**src/hw/rtl/csh_pkg.sv**
```systemverilog
// ============================================================================
// csh_pkg
// Shared constants, codes and types of the calibrated spectrum histogrammer.
// ============================================================================
package csh_pkg;

  // Sizing
  localparam int NUM_DETECTORS = 32;
  localparam int ENERGY_BINS   = 2048;
  localparam int TIME_BINS     = 512;
  localparam int COUNT_WIDTH   = 32;

  // Fixed field widths
  localparam int REQ_W   = 3;
  localparam int DETF_W  = 5;
  localparam int RAW_W   = 12;
  localparam int DITH_W  = 8;
  localparam int ADDRF_W = 11;
  localparam int GAIN_W  = 16;
  localparam int SHIFT_W = 16;
  localparam int IDX_W   = 11;
  localparam int CNT_W   = 32;

  localparam int DET_IDX_W = (NUM_DETECTORS > 1) ? $clog2(NUM_DETECTORS) : 1;
  localparam int EBIN_W    = $clog2(ENERGY_BINS);
  localparam int TBIN_W    = $clog2(TIME_BINS);
  localparam int E_DEPTH   = NUM_DETECTORS * ENERGY_BINS;
  localparam int T_DEPTH   = NUM_DETECTORS * TIME_BINS;
  localparam int EADDR_W   = DET_IDX_W + EBIN_W;
  localparam int TADDR_W   = DET_IDX_W + TBIN_W;

  // Fixed point: v = raw*256 + dither (Q.8), energy sum in 2^-21, time sum in 2^-12
  localparam int V_W        = RAW_W + DITH_W + 1;
  localparam int PROD_W     = V_W + GAIN_W + 1;
  localparam int ES_W       = PROD_W + 2;
  localparam int TS_W       = SHIFT_W + DITH_W + 2;
  localparam int E_FRAC     = 21;
  localparam int T_FRAC     = 12;
  localparam int E_SHIFT_POS = E_FRAC - 4;
  localparam int T_SHIFT_POS = T_FRAC - 4;

  localparam logic signed [ES_W-1:0] E_ROUND = ES_W'(1) <<< (E_FRAC - 1);
  localparam logic signed [TS_W-1:0] T_ROUND = TS_W'(1) <<< (T_FRAC - 1);

  localparam logic [GAIN_W-1:0]      UNITY_GAIN = GAIN_W'(4096);
  localparam logic [COUNT_WIDTH-1:0] COUNT_MAX  = '1;

  typedef enum logic [REQ_W-1:0] {
    REQ_E_HIT  = 3'd0,
    REQ_T_HIT  = 3'd1,
    REQ_E_READ = 3'd2,
    REQ_T_READ = 3'd3,
    REQ_E_LOAD = 3'd4,
    REQ_T_LOAD = 3'd5
  } req_t;

  typedef enum logic [2:0] {
    S_CLEAR,
    S_IDLE,
    S_MUL,
    S_BIN,
    S_WB
  } state_t;

  // Calibration table write request
  typedef struct packed {
    logic                 e_we;
    logic                 t_we;
    logic [DET_IDX_W-1:0] det;
    logic [GAIN_W-1:0]    gain;
    logic [SHIFT_W-1:0]   shift;
  } cal_wr_t;

  // Calibration entry of one detector
  typedef struct packed {
    logic [GAIN_W-1:0]  gain;
    logic [SHIFT_W-1:0] e_shift;
    logic [SHIFT_W-1:0] t_shift;
  } cal_rd_t;

endpackage

```
**src/hw/rtl/csh_cal_tbl.sv**
```systemverilog
// ============================================================================
// csh_cal_tbl
// Per-detector gain and shift registers, reset to unity gain and zero shift.
// ============================================================================
module csh_cal_tbl (
  input  logic                          clk,
  input  logic                          rst_n,
  input  csh_pkg::cal_wr_t              wr,
  input  logic [csh_pkg::DET_IDX_W-1:0] rd_det,
  output csh_pkg::cal_rd_t              rd
);
  import csh_pkg::*;

  logic [GAIN_W-1:0]  gain_r    [NUM_DETECTORS];
  logic [SHIFT_W-1:0] e_shift_r [NUM_DETECTORS];
  logic [SHIFT_W-1:0] t_shift_r [NUM_DETECTORS];

  always_ff @(posedge clk) begin
    if (!rst_n) begin
      for (int i = 0; i < NUM_DETECTORS; i++) begin
        gain_r[i]    <= UNITY_GAIN;
        e_shift_r[i] <= '0;
        t_shift_r[i] <= '0;
      end
    end else begin
      if (wr.e_we) begin
        gain_r[wr.det]    <= wr.gain;
        e_shift_r[wr.det] <= wr.shift;
      end
      if (wr.t_we) begin
        t_shift_r[wr.det] <= wr.shift;
      end
    end
  end

  assign rd.gain    = gain_r[rd_det];
  assign rd.e_shift = e_shift_r[rd_det];
  assign rd.t_shift = t_shift_r[rd_det];

endmodule

```
**config.mk**
```make
export PLATFORM = sky130hd
export DESIGN_NAME = csh_cal_tbl
export DESIGN_NICKNAME = d
export VERILOG_FILES = /design/src/hw/rtl/csh_pkg.sv /design/src/hw/rtl/csh_cal_tbl.sv
export SDC_FILE = /design/constraint.sdc
export NUM_CORES = 2
export LEC_CHECK = 0
export BUFFER_PORTS_ARGS = -buffer_cell sky130_fd_sc_hd__buf_2
export CAP_MARGIN = 10
export CORE_MARGIN = 2
export CORE_UTILIZATION = 63
export DETAILED_ROUTE_END_ITERATION = 12
export HOLD_SLACK_MARGIN = 0.02
export PLACE_DENSITY = 0.82
export SLEW_MARGIN = 30
export SYNTH_ARGS = -nofsm -noshare
export SYNTH_HDL_FRONTEND = slang
export SYNTH_SLANG_ARGS = --single-unit
export TNS_END_PERCENT = 10
```
**constraint.sdc**
```tcl
create_clock -name clk -period 5 [get_ports clk]
set_clock_uncertainty 0.15 [all_clocks]
set_input_delay 0.5 -clock clk [delete_from_list [all_inputs] [get_ports clk]]
set_output_delay 0.5 -clock clk [all_outputs]
set_load 0.02 [all_outputs]
```
==> Flow_metrics.wiki <==
{| class="wikitable"
! Metric !! Value
|-
| Die ar. || 115200 um2
|-
| TritonCTS Sinks || 1536
|-
| Clock transition at path regs || approximately 0.060 ns
|-
| Most frequent standard cell in the layout excluding fill and tap cells || edfxtp_1
|-
| Count of buffers from port buffering || 93
|-
| Area post-placement || between 70000 and 80000 um2
|-
| Number of global-route vias before repair || between 40000 and 50000
|-
| Peak per-stage delay on the critical path || 0.78 ns
|-
| Synthesized netlist net count || 5324
|-
| CP dominant cell by count || buf_2
|-
| Leakage power || 29.12 nW
|-
| Total buffers and inverters traversed by the critical path || 3
|-
| Worst EP required || 4.35 ns
|-
| Vias/cell || 6.406
|-
| Wire length of the first global-routing pass || approximately 280000 um
|-
| Launch point of the worst hold path || rst_n
|-
| Top delay family on crit path || simple AND/OR/NAND/NOR gates
|-
| Global-route total usage across every layer || between 30 and 40%
|-
| Die Span X || about 340 um
|-
| CTS tree || built
|-
| Setup repair after global routing missed its margin || false
|-
| Average wire length per cell after detail routing || 27.37 um
|-
| Worst Tran Pin Value || ~1.1 ns
|-
| Htree depth || 4
|-
| Placeable core region || between 100000 and 150000 um2
|-
| Effective utilization at floorplan || 63.28%
|-
| Cell area after layout || 78000 um2
|-
| Slew headroom || a little over a quarter
|-
| Final hold violations || 0
|-
| Length of the first detailed-routing pass in iterations || 5
|-
| Die height || approximately 340 um
|-
| Warnings from Yosys || 0
|-
| Max-cap check violation count || 0
|-
| Status || finished clean
|-
| Total Negative Setup Slacks || 0 ns
|-
| Clk buf depth || 3
|-
| Power density of the placed cells || 365.6 nW/um2
|-
| Post-layout nets || 5237
|-
| Remaining antenna violation count || 0
|-
| CP startpoint || rd_det[2]
|-
| Largest fanout on the critical path || 52
|-
| Share of synthesized area occupied by flip-flops and latches || between 60% and 70%
|-
| CP max-delay cell || and2_4
|-
| Classification of the worst setup path || input pin to output pin
|-
| Cell-by-cell listing of the critical path || buf_2 > and2_4 > buf_4 > a21oi_1 > a31oi_1 > nand3_1 > buf_2
|-
| Worst min path class || input pin to flip-flop
|-
| FF+latch count, synth || 1536
|-
| Largest net degree at the start of global routing || 129
|-
| CP startpoint kind || input pin
|-
| Layout overhead on the synthesized area || 10.01%
|-
| Count of mapped cells out of synthesis || 5278
|-
| Arrival time of the worst setup path || 3.25 ns
|-
| Number of antenna violations at the first check in global routing || 9
|-
| Number of distinct library cells after synthesis || 29
|-
| Dpl hpwl || 105100 um
|-
| I/O pin total || 94
|-
| Combined area of all synthesized cells || roughly 70000 um2
|-
| Layout cell share with drive strength beyond 1 || ~11%
|-
| Most frequent cells in the layout || edfxtp_1, and2_1, mux2i_1
|-
| Final critical path time including I/O delays and setup || 3.903 ns
|-
| Remaining routing DRC violations || 0
|-
| CTS Buf Count || 155
|-
| Wire length reported by the detailed router || 186500 um
|-
| CP endpoint kind || output pin
|-
| Root buffer selected by CTS || clkbuf_16
|-
| Final clock period utilization by the worst path || 78.05%
|-
| Number of post-CTS setup repair buffers || 0
|-
| Routability congestion estimate || around 0.91
|-
| Slew Limit Fails || 0
|-
| Remaining Overflow, GRT || 0
|-
| Number of cell rows || 123
|-
| Via count of the routed design || 43650
|-
| Maximum vdd ir drop || approximately 0.00036 V
|-
| Mean instance size in the synthesized netlist || 13.43 um2
|-
| DR iter-0 viols || around 5700
|-
| Setup-failing EPs final || 0
|-
| Max Freq || 256.2 MHz
|}
cells in the mapped netlist:
library cell | instances | area, um2
edfxtp_1 | 1536 | 46120
and2_1 | 1505 | 9415
mux2i_1 | 768 | 7687
clkbuf_1 | 325 | 1220
nand3_1 | 147 | 735.7
nand2_1 | 146 | 548.0
a21oi_1 | 144 | 720.7
a22oi_1 | 144 | 1081
a22o_1 | 96 | 840.8
buf_2 | 87 | 435.4
o21ai_0 | 64 | 320.3
a31oi_1 | 48 | 300.3
nor3_1 | 48 | 240.2
nor2_1 | 42 | 157.7
clkbuf_2 | 36 | 180.2
buf_4 | 34 | 255.2
or3_1 | 33 | 206.5
buf_1 | 32 | 120.1
nor2_2 | 23 | 143.9
nand3_2 | 4 | 40.04
nand3b_1 | 3 | 22.52
and2b_1 | 2 | 15.01
nand2b_1 | 2 | 12.51
nor2_4 | 2 | 22.52
nor2b_1 | 2 | 12.51
or3b_1 | 2 | 17.52
nand4_1 | 1 | 6.260
nand4_2 | 1 | 12.51
or2_2 | 1 | 6.260
power breakdown:
part	internal (W)	leakage, nW	switching [W]
registers	0.0148	14.6	0.000197
clock network	0.00633	2.37	0.00485
logic	0.000675	12.1	0.00162
timing repair:
action / CTS / global route
endpoints found under the hold margin: 5 / 0
resized for setup: 0 / 0
setup endpoints to repair: 0 / 0
hold buffers: 1 / 0
routing by layer:
metal / wire length [um] / vias to the layer above / track usage, %
li1: - / 18780 / -
met1: 67910 / 21730 / 42.39
met2: 89200 / 2651 / 52.31
met3: 20340 / 477 / 6.597
met4: 8974 / 8 / 14.89
met5: 53 / - / 0
sequential cells by signal (all words and copies together), names as in the netlist:
signal,count
gain_r,512
t_shift_r,512
e_shift_r,512
metrics by stage:
stage	utilization [%]	std cells	hold WS, ns	power (W)	worst slack, ns
3_5_place_dp	65.25	6533	0.7920	0.01754	1.258
6_report	69.62	6814	0.1354	0.02852	1.097
5_1_grt	69.61	6811	0.1169	0.02925	1.146
3_3_place_gp	65.20	6532	0.7871	0.01746	1.250
4_1_cts	69.59	6811	0.07681	0.02852	1.266
2_1_floorplan	-	5278	0.5294	0.01662	0.7920
final timing paths:
path	endpoint	slack, ns	cells past startpoint
setup / recovery	rd[23]	1.10	7
hold / removal	gain_r[5][12]	0.14	2
cell type report:
cell class	instances	area, um2
Antenna cell	3	7.507
Clock buffer	191	4120
Clock inverter	86	735.7
Fill cell	7289	34040
Multi-Input combinational cell	3228	23050
Sequential cell	1536	46120
Tap cell	1500	1877
Timing Repair Buffer	270	2082
kinds of logic after synthesis:
family / after synthesis / share of synthesized area, %
buf+inv: 514 / 3.118
compound gates: 496 / 4.602
mux: 768 / 10.84
flops: 1536 / 65.05
simple gates: 1964 / 16.38
(Power assumes the default switching activity.)
